$ cat config.mk
export PLATFORM = sky130hd
export DESIGN_NAME = bsp_ctrl
export DESIGN_NICKNAME = d
export VERILOG_FILES = /design/src/hdl/bsp_pkg.sv /design/src/hdl/bsp_ctrl.sv
export SDC_FILE = /design/constraint.sdc
export NUM_CORES = 1
export LEC_CHECK = 0
export CAP_MARGIN = 10
export CORE_MARGIN = 2
export CORE_UTILIZATION = 47
export CTS_CLUSTER_DIAMETER = 100
export CTS_CLUSTER_SIZE = 8
export DETAILED_ROUTE_END_ITERATION = 8
export DONT_BUFFER_PORTS = 1
export HOLD_SLACK_MARGIN = 0.02
export SLEW_MARGIN = 5
export SYNTH_ARGS = -nofsm -noshare
export SYNTH_HDL_FRONTEND = slang
export SYNTH_SLANG_ARGS = --single-unit
$ cat constraint.sdc
create_clock -name clk -period 1.9 [get_ports clk]
set_clock_uncertainty 0.15 [all_clocks]
set_input_delay 0.38 -clock clk [delete_from_list [all_inputs] [get_ports clk]]
set_output_delay 0.38 -clock clk [all_outputs]
set_load 0.005 [all_outputs]
$ cat src/hdl/bsp_pkg.sv
package bsp_pkg;

  localparam int NODE_DEPTH  = 1024;
  localparam int PLANE_DEPTH = 1024;
  localparam int STACK_DEPTH = 32;
  localparam int LEAF_LIMIT  = 64;
  localparam int BAND        = 16;
  localparam int WALK_LIMIT  = 4096;

  localparam int NODE_AW  = $clog2(NODE_DEPTH);
  localparam int PLANE_AW = $clog2(PLANE_DEPTH);
  localparam int STACK_AW = $clog2(STACK_DEPTH);
  localparam int SP_W     = $clog2(STACK_DEPTH + 1);
  localparam int WALK_W   = $clog2(WALK_LIMIT + 1);
  localparam int TOTAL_W  = 7;

  // Stack entry: child reference followed by start and end of the piece.
  localparam int STK_W = 16 + 6 * 32;

  // Index of the last step of each iterated unit.
  localparam int DIST_LAST = 6;
  localparam int DIV_LAST  = 30;
  localparam int MID_LAST  = 3;

  typedef enum logic [1:0] {
    OP_WR_NODE  = 2'd0,
    OP_WR_PLANE = 2'd1,
    OP_QUERY    = 2'd2,
    OP_NONE     = 2'd3
  } bsp_op_t;

  typedef enum logic [1:0] {
    KIND_ACK  = 2'd0,
    KIND_LEAF = 2'd1,
    KIND_NONE = 2'd2
  } bsp_kind_t;

  typedef enum logic [3:0] {
    S_IDLE,
    S_POP,
    S_LOAD,
    S_NODE,
    S_PLANE,
    S_DIST,
    S_CLASS,
    S_NORM,
    S_DIV,
    S_MID,
    S_PUSH_F,
    S_PUSH_B,
    S_FINISH
  } bsp_state_t;

  typedef struct packed {
    logic       wr_node;
    logic       wr_plane;
    logic       q_init;
    logic       pop;
    logic       ovf_set;
    logic       emit_leaf;
    logic       node_rd;
    logic       plane_rd;
    logic       dist_init;
    logic       dist_step;
    logic       class_ld;
    logic       norm_step;
    logic       div_step;
    logic       mid_step;
    logic       push_front;
    logic       push_back;
    logic       finish;
    logic [4:0] step;
  } bsp_cmd_t;

  typedef struct packed {
    logic sp_zero;
    logic walk_done;
    logic ref_leaf;
    logic ref_empty;
    logic leaf_full;
    logic node_oob;
    logic spans;
    logic den_small;
  } bsp_status_t;

endpackage

$ cat src/hdl/bsp_ctrl.sv
module bsp_ctrl
  import bsp_pkg::*;
(
  input  logic        clk,
  input  logic        rst_n,
  input  logic        start,
  input  logic [1:0]  in_operation,
  input  bsp_status_t status,
  output bsp_cmd_t    cmd,
  output logic        busy
);

  bsp_state_t state_r, state_nxt;
  logic [4:0] cnt_r, cnt_nxt;

  always_ff @(posedge clk) begin
    if (!rst_n) begin
      state_r <= S_IDLE;
      cnt_r   <= '0;
    end else begin
      state_r <= state_nxt;
      cnt_r   <= cnt_nxt;
    end
  end

  always_comb begin
    state_nxt = state_r;
    cnt_nxt   = '0;
    cmd       = '0;
    cmd.step  = cnt_r;
    case (state_r)
      S_IDLE: begin
        if (start) begin
          case (bsp_op_t'(in_operation))
            OP_WR_NODE:  cmd.wr_node = 1'b1;
            OP_WR_PLANE: cmd.wr_plane = 1'b1;
            OP_QUERY: begin
              cmd.q_init = 1'b1;
              state_nxt  = S_POP;
            end
            default: ;
          endcase
        end
      end
      S_POP: begin
        if (status.sp_zero) begin
          state_nxt = S_FINISH;
        end else if (status.walk_done) begin
          cmd.ovf_set = 1'b1;
          state_nxt   = S_FINISH;
        end else begin
          cmd.pop   = 1'b1;
          state_nxt = S_LOAD;
        end
      end
      S_LOAD: begin
        if (status.ref_leaf) begin
          if (status.ref_empty) begin
            state_nxt = S_POP;
          end else if (status.leaf_full) begin
            cmd.ovf_set = 1'b1;
            state_nxt   = S_FINISH;
          end else begin
            cmd.emit_leaf = 1'b1;
            state_nxt     = S_POP;
          end
        end else if (status.node_oob) begin
          state_nxt = S_POP;
        end else begin
          cmd.node_rd = 1'b1;
          state_nxt   = S_NODE;
        end
      end
      S_NODE: begin
        cmd.plane_rd = 1'b1;
        state_nxt    = S_PLANE;
      end
      S_PLANE: begin
        cmd.dist_init = 1'b1;
        state_nxt     = S_DIST;
      end
      S_DIST: begin
        cmd.dist_step = 1'b1;
        if (cnt_r == 5'(DIST_LAST)) begin
          state_nxt = S_CLASS;
        end else begin
          cnt_nxt = cnt_r + 5'd1;
        end
      end
      S_CLASS: begin
        if (status.spans) begin
          cmd.class_ld = 1'b1;
          state_nxt    = S_NORM;
        end else begin
          state_nxt = S_PUSH_F;
        end
      end
      S_NORM: begin
        if (status.den_small) begin
          state_nxt = S_DIV;
        end else begin
          cmd.norm_step = 1'b1;
        end
      end
      S_DIV: begin
        cmd.div_step = 1'b1;
        if (cnt_r == 5'(DIV_LAST)) begin
          state_nxt = S_MID;
        end else begin
          cnt_nxt = cnt_r + 5'd1;
        end
      end
      S_MID: begin
        cmd.mid_step = 1'b1;
        if (cnt_r == 5'(MID_LAST)) begin
          state_nxt = S_PUSH_F;
        end else begin
          cnt_nxt = cnt_r + 5'd1;
        end
      end
      S_PUSH_F: begin
        cmd.push_front = 1'b1;
        state_nxt      = S_PUSH_B;
      end
      S_PUSH_B: begin
        cmd.push_back = 1'b1;
        state_nxt     = S_POP;
      end
      S_FINISH: begin
        cmd.finish = 1'b1;
        state_nxt  = S_IDLE;
      end
      default: state_nxt = S_IDLE;
    endcase
  end

  assign busy = (state_r != S_IDLE);

endmodule

## Word-level counts from Yosys, hierarchy flattened

Cells that the tools add are included.

| storage, ports and cells | value |
|---|---|
| register bits after elaboration | 9 |
| input bits | 13 |
| output and inout bits | 23 |
| logic and storage cells | 77 |

| operators by class | value |
|---|---|
| add/sub/neg operators | 1 |
| eq/ne operators | 23 |
| muxes and demuxes | 47 |
| reductions and logical operators | 4 |

Operator list:

| operator | number |
|---|---|
| $mux 4 | 12 |
| $pmux 4 s12 | 1 |
| $mux 1 | 22 |
| $eq 4x4->1 const B | 5 |
| $eq 4x3->1 const B | 4 |
| $mux 5 | 3 |
| $pmux 5 s3 | 1 |
| $mux 2 | 5 |
| $ne 2x2->1 const B | 5 |
| $eq 4x2->1 const B | 2 |
| $mux 3 | 2 |
| $reduce_and 6->1 | 1 |
| $add 5x1->5 const B | 1 |
| $eq 5x2->1 const B | 1 |
| $eq 5x3->1 const B | 1 |
| $eq 5x5->1 const B | 1 |
| $eq 4x1->1 const B | 1 |
| $logic_not 4->1 | 1 |
| $reduce_bool 4->1 | 1 |
| $eq 2x1->1 const B | 1 |
| $eq 2x2->1 const B | 1 |
| $logic_not 2->1 | 1 |
| $ne 2x1->1 const B | 1 |
| $pmux 1 s2 | 1 |

## Logic depth before layout (Yosys ltp)

Gate-level depths: netlist (run 1).

| depth | value |
|---|---|
| depth in word-level cells | 4 |
| depth in mapped cells | 6 |
| gate-level depth less buffers | 6 |

## Worst setup path before layout (run 1)

No wires, ideal clock.

| path | value |
|---|---|
| path type | register -> output |
| start point | register state_r[3] |
| end point | output port cmd[21] (netlist name) |
| arrival | 1451 ps |
| data required time | 1370 ps |
| setup slack | -81 ps |
| cell stages (with the launch flop) | 6 |
| buffers on the path | 1 |
| path through | dfxtp_1 or2_2 clkbuf_1 nor3_2 inv_1 nor4b_1 |

RTL lines:

| element | line | RTL |
|---|---|---|
| from (decl) | bsp_ctrl.sv:13 | `bsp_state_t state_r, state_nxt;` |
| from (signal assigned) | bsp_ctrl.sv:21 | `state_r <= state_nxt;` |
| to (decl) | bsp_ctrl.sv:9 | `output bsp_cmd_t cmd,` |

==> results by group, run 1 <==
Hold path
  • Hold Path Sink: state_r[3]$_SDFFE_PN0P_
  • Hold path startpoint: rst_n
  • Hold WC Path Type: input pin to register
  • Hold path cells: 2

Worst setup path
  • Crit. End Element: primary output
  • Worst-path fanout max: 3
  • Max incr delay on CP: 0.57 ns
  • CP max stage cell: or4b_4
  • Critical Path Start Type: register
  • Worst Reg-to-Reg Cells: 6
  • CP Data Arrival Time: 1.41 ns
  • R2R Path Start: state_r[2]$_SDFFE_PN0P_
  • CP required: 1.37 ns
  • Reg2reg end: state_r[1]$_SDFFE_PN0P_
  • Worst path top cell family by delay: simple AND/OR/NAND/NOR gates
  • Crit Path Category: register to primary output
  • Cell Chain, Critical Path: or4b_4, nor4b_4
  • Reg-to-reg slack, setup: 0.07 ns
  • CP bufs+invs: 0

Timing
  • Slew Limit Fails: 0
  • Slew @ Worst Pin: 0.296 ns
  • RSZ-0062 raised after global routing: true
  • Final hold slack: 0.110 ns
  • Relative slew slack: 0.802
  • Setup TNS: -0.0504 ns
  • Final setup vio count: 2
  • Upper clock frequency limit: 516 MHz
  • Fin crit period: 1.94 ns
  • Fin crit share: 1.02
  • Final Hold Viols: 0
  • Setup WS post-layout: -0.0383 ns

Detailed routing
  • Vias: 815
  • # DRC: 0
  • Routed vias/inst: 5.91
  • DRT iter0 DRCs: 18
  • WL final: 2170 microns
  • Drt first pass iters: 4
  • Antenna Nets Post-Route: 0
  • DR WL/cell: 15.7 microns

Power
  • Combinational share of power: 0.647
  • Worst vdd ir: 684 uV
  • Net Sw Frac: 0.378
  • Seq pwr share: 0.221
  • Pwr Density: 975 nW/um^2
  • Net Switching: 0.413 mW
  • Leak Pwr: 0.454 nW
  • Internal: 0.680 mW
  • Clock group share of total power: 0.132

Global route
  • Vias in the first global route: 768
  • Tot GR Track Use: 0.221
  • M2 GR Usage: 0.371
  • Global Route met1 Usage: 0.304
  • Antenna violations before repair: 0
  • Met3 usage: 0.0122
  • First-pass GRT wire length: 3250 microns
  • GRT busiest layer: met2
  • Largest net degree at the start of global routing: 10
  • Grt ovf: 0

Run status
  • Status: complete, but fails checks
  • Failing checks: setup timing

Die
  • Starting density of the core: 0.503
  • Top-Level Pins: 36
  • Die X: 44.4 microns
  • Core Box Area: 1520 sq um
  • Die Y-Extent: 44.4 microns
  • Num rows: 14
  • Die ar.: 1970 sq um

Finish
  • Fin nets: 138
  • N_diodes: 0
  • Non-Filler Instances: 138
  • Final core utilization: 0.736
  • Design area: 1120 sq um
  • Synth-to-layout area growth: 46.2%
  • Share of cells above drive strength 1: 0.418
  • Filler cells: 125

Synth
  • YS warnings: 0
  • Synth top cells by count: 11 x nor2_1, 9 x dfxtp_1, 7 x nand2_1
  • Syn nets: 112
  • Post-synth EDFFs: 0
  • Sequential cell area fraction in the yosys report: 0.235
  • Synth cell types: 37
  • Top cells by area, synth: dfxtp_1 23%, nor2_1 5.4%, nor4b_1 4.6%, nand2b_1 4.1%, mux2i_1 3.9%
  • Most common cell in the netlist: nor2_1
  • Mapped cell area: 767 sq um
  • Asr flop ratio synth: 0
  • Post-synthesis register bit count: 9
  • Area fraction of the dominant cell type after synthesis: 0.235
  • Post-synth top area cell: dfxtp_1
  • Top FF cell, synth: dfxtp_1
  • Synth Instances: 97
  • Avg Inst Size Synth: 7.91 sq um

Place
  • HPWL after DPL: 1500 microns
  • Dpl cell area: 913 sq um
  • Placed cell count: 126
  • Gpl congestion: 0.796
  • Buffers on Ports: 0

Clock tree
  • Clock tree buffer depth: 2
  • CTS clk-pin slew, worst paths: 0.06 ns
  • CTS tree: yes
  • CTS Buf Count: 3
  • Sink Count: 9
  • H-tree depth: 1
  • Clk_lat worst skew: 0.25 ns
  • Cts hold-fix bufs: 0
  • Clk root buf: clkbuf_4

Job
  • Max cap viols: 0
==> placed cells by master (no fill, tap or decap), types with 2 or more instances in the layout <==
master	instances
clkbuf_4	3
nand2b_1	4
nand2_1	7
dfxtp_1	5
o21ai_0	4
nor2b_1	2
a32o_1	2
a21oi_1	2
nand3_1	2
nor4b_4	3
and3_1	2
buf_6	3
buf_4	23
xnor2_1	2
nor3_1	4
and4b_1	2
dfxtp_4	3
nor2b_2	2
nand3b_1	4
inv_1	2
and2_1	2
nor2_1	10
mux2i_1	3
==> flip-flops by register name (all words and copies together), names as in the netlist <==
signal	cells
state_r	4
cnt_r	5
==> area by class of cell <==
class | instances | area (sq um) | share of cell area
Sequential cell | 9 | 193 | 0.172
Multi-Input combinational cell | 80 | 664 | 0.593
Timing Repair Buffer | 26 | 206 | 0.184
Tap cell | 16 | 20.0 | 0.0179
Clock buffer | 4 | 26.3 | 0.0234
Inverter | 3 | 11.3 | 0.0100
==> metrics by stage <==
step | power (mW) | worst slack (ns)
finish | 1.09 | -0.0383
global route | 1.15 | -0.0902
CTS | 1.02 | -0.104
detailed placement | 0.709 | -0.0107
global placement | 0.703 | 0.0473
floorplan | 0.549 | -0.0246
==> timing repair <==
action,in CTS,in global routing
pin swaps,6,6
buffers inserted,7,1
gates cloned,0,0
gates resized for setup,17,12
endpoints found under the hold margin,0,0
endpoints found under the setup margin,6,14
==> logic make-up after synthesis <==
family | share of synthesized area
and+or+nand+nor | 0.427
xor gates and xnor gates | 0.0343
DFF | 0.235
adders and majority gates | 0.0326
muxes | 0.0392
AOI/OAI and AO/OA | 0.189
buffers and inverters | 0.0424
==> worst max path at each step <==
stage | slack (ns) | endpoint | start | cells after the start
2_1_floorplan | -0.02 | cmd[21] | state_r[3]$_SDFFE_PN0P_ | 5
3_3_place_gp | 0.05 | state_r[2]$_SDFFE_PN0P_ | cnt_r[1]$_SDFF_PN0_ | 5
3_5_place_dp | -0.01 | state_r[2]$_SDFFE_PN0P_ | cnt_r[0]$_SDFF_PN0_ | 6
4_1_cts | -0.10 | cmd[16] | state_r[0]$_SDFFE_PN0P_ | 2
5_1_grt | -0.09 | cmd[16] | state_r[0]$_SDFFE_PN0P_ | 2
6_report | -0.04 | cmd[16] | state_r[0]$_SDFFE_PN0P_ | 2
==> power groups by stage <==
stage / Clock [mW] / Combinational (mW) / Sequential [mW]
floorplan: 0 / 0.321 / 0.229
global placement: 0 / 0.454 / 0.248
finish: 0.144 / 0.708 / 0.241
global route: 0.159 / 0.753 / 0.242
detailed placement: 0 / 0.458 / 0.251
CTS: 0.150 / 0.633 / 0.238
==> metal layers <==
layer  vias up  wire, microns
met4         0             13
met5         -              0
met1       382            995
met3         2             98
li1        407              -
met2        24           1060
==> worst reg2reg max path: stages (launching register included) <==
cell       delay, ns
dfxtp_4         0.36
buf_4           0.14
nor4b_2         0.34
a32o_1          0.29
a2111oi_4       0.05
buf_4           0.17
a32o_1          0.22
(Power assumes the default switching activity.)
==> run 2, diff against run 1 <==
- BUFFER_PORTS_ARGS: not set -> -buffer_cell sky130_fd_sc_hd__buf_4
- CORE_UTILIZATION: 47 -> 45
- DONT_BUFFER_PORTS: 1 -> not set
- GPL_ROUTABILITY_DRIVEN: not set -> 0
- PLACE_DENSITY: not set -> 0.78
==> results by group, run 2 (synthesis gave the netlist of run 1 again) <==
Timing
  • Upper clock frequency limit: 479 MHz (was 516 MHz)
  • RSZ-0062 raised after global routing: true (unchanged)
  • Relative slew slack: 0.651 (was 0.802)
  • Slew Limit Fails: 0 (unchanged)
  • Setup WS post-layout: -0.189 ns (was -0.0383 ns)
  • Final hold slack: 0.225 ns (was 0.110 ns)
  • Final setup vio count: 10 (was 2)
  • Final Hold Viols: 0 (unchanged)
  • Slew @ Worst Pin: 0.519 ns (was 0.296 ns)
  • Fin crit share: 1.10 (was 1.02)
  • Fin crit period: 2.09 ns (was 1.94 ns)

Worst setup path
  • CP startpoint: state_r[1]$_SDFFE_PN0P_ (was state_r[0]$_SDFFE_PN0P_)
  • Crit. End Element: primary output (unchanged)
  • R2R Path Start: state_r[2]$_SDFFE_PN0P_ (unchanged)
  • CP required: 1.37 ns (about the same)
  • Worst-path fanout max: 5 (was 3)
  • Critical Path Start Type: register (unchanged)
  • CP Data Arrival Time: 1.56 ns (was 1.41 ns)
  • Crit Path Category: register to primary output (unchanged)

Clock tree
  • Clk_lat worst skew: 0.28 ns (was 0.25 ns)
  • CTS tree: yes (unchanged)
  • Clock tree buffer depth: 2 (unchanged)
  • Sink Count: 9 (unchanged)
  • H-tree depth: 1 (unchanged)
  • CTS clk-pin slew, worst paths: 0.06 ns (about the same)
  • CTS Buf Count: 3 (unchanged)
  • Cts hold-fix bufs: 0 (unchanged)
  • Clk root buf: clkbuf_4 (unchanged)

Hold path
  • Hold path startpoint: rst_n (unchanged)
  • Hold WC Path Type: input pin to register (unchanged)

Global route
  • Largest net degree at the start of global routing: 11 (was 10)
  • First-pass GRT wire length: 4660 microns (was 3250 microns)
  • Tot GR Track Use: 0.324 (was 0.221)
  • Vias in the first global route: 1021 (was 768)
  • Grt ovf: 0 (unchanged)
  • Antenna violations before repair: 0 (unchanged)

Detailed routing
  • DRT iter0 DRCs: 62 (was 18)
  • Antenna Nets Post-Route: 0 (unchanged)
  • Vias: 1072 (was 815)
  • WL final: 3370 microns (was 2170 microns)
  • # DRC: 0 (unchanged)
  • Routed vias/inst: 6.31 (was 5.91)
  • DR WL/cell: 19.8 microns (was 15.7 microns)
  • Drt first pass iters: 4 (unchanged)

Finish
  • Largest register FFs: 5 (unchanged)
  • Fin nets: 170 (was 138)
  • N_diodes: 0 (unchanged)
  • Top Registers: cnt_r x5, state_r x4 (unchanged)
  • Leading cell type in the layout, fill and taps excluded: buf_4 (unchanged)
  • Synth-to-layout area growth: 79.4% (was 46.2%)
  • Multi-input gate area: 664 sq um (unchanged)
  • Reg area: 193 sq um (unchanged)
  • Most frequent cells in the layout: 52 x buf_4, 9 x nor2_1, 7 x nand2_1 (was 23 x buf_4, 10 x nor2_1, 7 x nand2_1)
  • Non-Filler Instances: 170 (was 138)
  • Share of cells above drive strength 1: 0.571 (was 0.418)
  • Register with the most flip-flops: cnt_r (unchanged)
  • Final core utilization: 0.883 (was 0.736)
  • Filler cells: 82 (was 125)

Die
  • Die Y-Extent: 45.3 microns (was 44.4 microns)
  • Top-Level Pins: 36 (unchanged)
  • Die X: 45.3 microns (was 44.4 microns)
  • Die ar.: 2050 sq um (was 1970 sq um)
  • Core Box Area: 1560 sq um (was 1520 sq um)
  • Starting density of the core: 0.492 (was 0.503)
  • Num rows: 14 (unchanged)

Power
  • Leak Pwr: 0.637 nW (was 0.454 nW)
  • Pwr Density: 875 nW/um^2 (was 975 nW/um^2)
  • Worst vdd ir: 703 uV (was 684 uV)
  • Power consumption: 1.20 mW (was 1.09 mW)

Place
  • Buffers on Ports: 35 (was 0)
  • Placed cell count: 161 (was 126)
  • HPWL after DPL: 2070 microns (was 1500 microns)

Run status
  • Status: complete, but fails checks (unchanged)
  • Failing checks: setup timing (unchanged)

Job
  • Max cap viols: 0 (unchanged)
-- run 2: power breakdown --
group          total [mW]  internal, mW  switching (mW)  leakage, nW
clock network       0.157        0.0780          0.0786       0.0177
logic               0.801         0.429           0.372        0.543
registers           0.247         0.214          0.0334       0.0762
-- run 2: critical path, cell delays in order, from the launching register on --
cell	delay (ns)
dfxtp_2	0.39
or4b_4	0.50
nor4b_4	0.25
buf_4	0.14
-- run 2: worst paths after layout --
kind                              to  slack (ns)  cells past startpoint
min reg2reg      cnt_r[0]$_SDFF_PN0_        0.32                      1
max                          cmd[16]       -0.19                      3
max reg2reg  state_r[1]$_SDFFE_PN0P_       -0.09                      6
min          state_r[1]$_SDFFE_PN0P_        0.22                      2
-- run 2: per-stage QoR --
step / setup slack [ns] / setup TNS, ns / cell area [sq um]
CTS: -0.176 / -0.669 / 1290
global placement: 0.0707 / 0 / 1180
finish: -0.189 / -0.792 / 1380
global route: -0.249 / -1.76 / 1380
floorplan: -0.0246 / -0.0246 / 779
detailed placement: -0.0344 / -0.0779 / 1180
-- run 2: final cells by class --
type	count	area share
Sequential cell	9	0.140
Clock inverter	1	0.00364
Multi-Input combinational cell	80	0.483
Timing Repair Buffer	58	0.333
Tap cell	16	0.0145
Inverter	3	0.0100
Clock buffer	3	0.0164
-- run 2: layer usage --
metal,GRT usage,share of wire
met1,0.347,0.34
met2,0.560,0.50
met3,0.104,0.10
met4,0.171,0.060
met5,0,0
-- run 2: what timing repair did --
| action | 4_1_cts | 5_1_grt |
|---|---|---|
| gates resized for setup | 20 | 19 |
| pin swaps | 7 | 5 |
| setup endpoints to repair | 16 | 20 |
| setup buffers | 2 | 3 |
| endpoints found under the hold margin | 0 | 0 |
==> run 3, diff against run 2 <==
- RECOVER_POWER: not set -> 50
==> results by group, run 3 (synthesis gave the netlist of run 1 again) <==
Run status
  • Status: complete, but fails checks (unchanged)
  • Failing checks: setup timing (unchanged)

Timing
  • Upper clock frequency limit: 479 MHz (about the same)
  • Fin crit share: 1.10 (about the same)
  • Relative slew slack: 0.650 (was 0.651)
  • RSZ-0062 raised after global routing: true (unchanged)
  • Slew @ Worst Pin: 0.521 ns (was 0.519 ns)
  • Setup WS post-layout: -0.189 ns (about the same)
  • Slew Limit Fails: 0 (unchanged)
  • Fin crit period: 2.09 ns (about the same)
  • Final setup vio count: 11 (was 10)
  • Setup TNS: -0.829 ns (was -0.792 ns)
  • Final Hold Viols: 0 (unchanged)

Place
  • Buffers on Ports: 35 (unchanged)
  • HPWL after DPL: 2070 microns (unchanged)
  • Placed cell count: 161 (unchanged)

Power
  • Net Switching: 0.487 mW (was 0.484 mW)
  • Combinational share of power: 0.665 (about the same)
  • Internal: 0.721 mW (about the same)
  • Seq pwr share: 0.204 (was 0.205)
  • Worst vdd ir: 702 uV (was 703 uV)
  • Power consumption: 1.21 mW (was 1.20 mW)
  • Clock group share of total power: 0.130 (about the same)
  • Leak Pwr: 0.633 nW (was 0.637 nW)
  • Net Sw Frac: 0.403 (was 0.402)
  • Pwr Density: 880 nW/um^2 (was 875 nW/um^2)

Die
  • Top-Level Pins: 36 (unchanged)
  • Starting density of the core: 0.492 (unchanged)
  • Die ar.: 2050 sq um (unchanged)
  • Num rows: 14 (unchanged)
  • Die X: 45.3 microns (unchanged)
  • Die Y-Extent: 45.3 microns (unchanged)
  • Core Box Area: 1560 sq um (unchanged)

Global route
  • First-pass GRT wire length: 4660 microns (unchanged)
  • Largest net degree at the start of global routing: 11 (unchanged)
  • Vias in the first global route: 1021 (unchanged)
  • Grt ovf: 0 (unchanged)
  • Antenna violations before repair: 0 (unchanged)
  • Tot GR Track Use: 0.324 (unchanged)

Worst setup path
  • Worst Reg-to-Reg Cells: 6 (unchanged)
  • Crit Path Category: register to primary output (unchanged)
  • CP required: 1.37 ns (about the same)
  • Cell Chain, Critical Path: or4b_4, nor4b_4, buf_4 (unchanged)
  • Critical Path Start Type: register (unchanged)
  • Worst path top cell family by delay: simple AND/OR/NAND/NOR gates (unchanged)
  • CP max stage cell: or4b_4 (unchanged)
  • CP bufs+invs: 1 (unchanged)
  • Worst-path fanout max: 3 (was 5)
  • CP Data Arrival Time: 1.56 ns (about the same)
  • Worst path depth: 3 (unchanged)
  • Crit. End Element: primary output (unchanged)
  • Max incr delay on CP: 0.56 ns (was 0.50 ns)

Finish
  • Top Registers: cnt_r x5, state_r x4 (unchanged)
  • Leading cell type in the layout, fill and taps excluded: buf_4 (unchanged)
  • Register with the most flip-flops: cnt_r (unchanged)
  • Non-Filler Instances: 170 (unchanged)
  • Final core utilization: 0.880 (was 0.883)
  • Largest register FFs: 5 (unchanged)
  • Synth-to-layout area growth: 79.0% (was 79.4%)
  • N_diodes: 0 (unchanged)
  • Fin nets: 170 (unchanged)
  • Share of cells above drive strength 1: 0.565 (was 0.571)
  • Most frequent cells in the layout: 51 x buf_4, 9 x nor2_1, 7 x nand2_1 (was 52 x buf_4, 9 x nor2_1, 7 x nand2_1)

Detailed routing
  • Drt first pass iters: 5 (was 4)
  • Max Used Layer: met4 (unchanged)
  • Routed vias/inst: 6.31 (about the same)
  • # DRC: 0 (unchanged)
  • Vias: 1073 (was 1072)
  • DR WL/cell: 19.9 microns (was 19.8 microns)
  • WL final: 3380 microns (was 3370 microns)
  • Met3 wire len: 345 microns (was 336 microns)
  • DRT iter0 DRCs: 62 (unchanged)
  • Wire length on met1: 1160 microns (was 1130 microns)
  • Antenna Nets Post-Route: 0 (unchanged)
  • Metal2 WL: 1700 microns (about the same)

Clock tree
  • CTS tree: yes (unchanged)
  • CTS Buf Count: 3 (unchanged)
  • CTS clk-pin slew, worst paths: 0.06 ns (about the same)
  • H-tree depth: 1 (unchanged)
  • Sink Count: 9 (unchanged)
  • Clock tree buffer depth: 2 (unchanged)
  • Clk root buf: clkbuf_4 (unchanged)
  • Clk_lat worst skew: 0.28 ns (about the same)
  • Cts hold-fix bufs: 0 (unchanged)

Hold path
  • Hold WC Path Type: input pin to register (unchanged)
  • Hold path cells: 2 (unchanged)

Job
  • Max cap viols: 0 (unchanged)
[run 3: timing repair]
action / CTS / global route
buffers inserted: 2 / 3
pin swaps: 7 / 5
resized for setup: 20 / 19
setup endpoints to repair: 16 / 20
[run 3: final timing paths]
check	end	slack, ns	start
min	state_r[1]$_SDFFE_PN0P_	0.23	rst_n
max reg2reg	state_r[1]$_SDFFE_PN0P_	-0.11	state_r[2]$_SDFFE_PN0P_
max	cmd[16]	-0.19	state_r[3]$_SDFFE_PN0P_
min reg2reg	cnt_r[0]$_SDFF_PN0_	0.32	cnt_r[0]$_SDFF_PN0_
[run 3: stage by stage]
stage	setup WS (ns)	cell area (sq um)	hold WS, ns
final	-0.189	1370	0.225
after CTS	-0.176	1290	0.229
after detailed placement	-0.0344	1180	0.318
after global placement	0.0707	1180	0.298
after floorplan	-0.0246	779	0.305
after global routing	-0.249	1370	0.215
[run 3: area by class of cell]
cell class	instances	area [sq um]
flip-flops and latches	9	193
clock buffers	3	22.5
inverters	3	13.8
multi-input cells	80	664
fillers	84	186
well taps	16	20.0
clock inverters	1	5.00
repair buffers	58	454
[run 3: power groups by stage]
stage	sequential [mW]	combinational [mW]	clock (mW)
after global placement	0.234	0.560	0
after detailed placement	0.237	0.580	0
final	0.247	0.804	0.157
after global routing	0.246	0.851	0.174
after CTS	0.242	0.692	0.155
after floorplan	0.229	0.321	0
[run 3: routing by layer]
metal  vias up  global-route usage
met5         -                   0
li1        475                   -
met4         0               0.171
met1       485               0.347
met2        89               0.560
met3        24               0.104
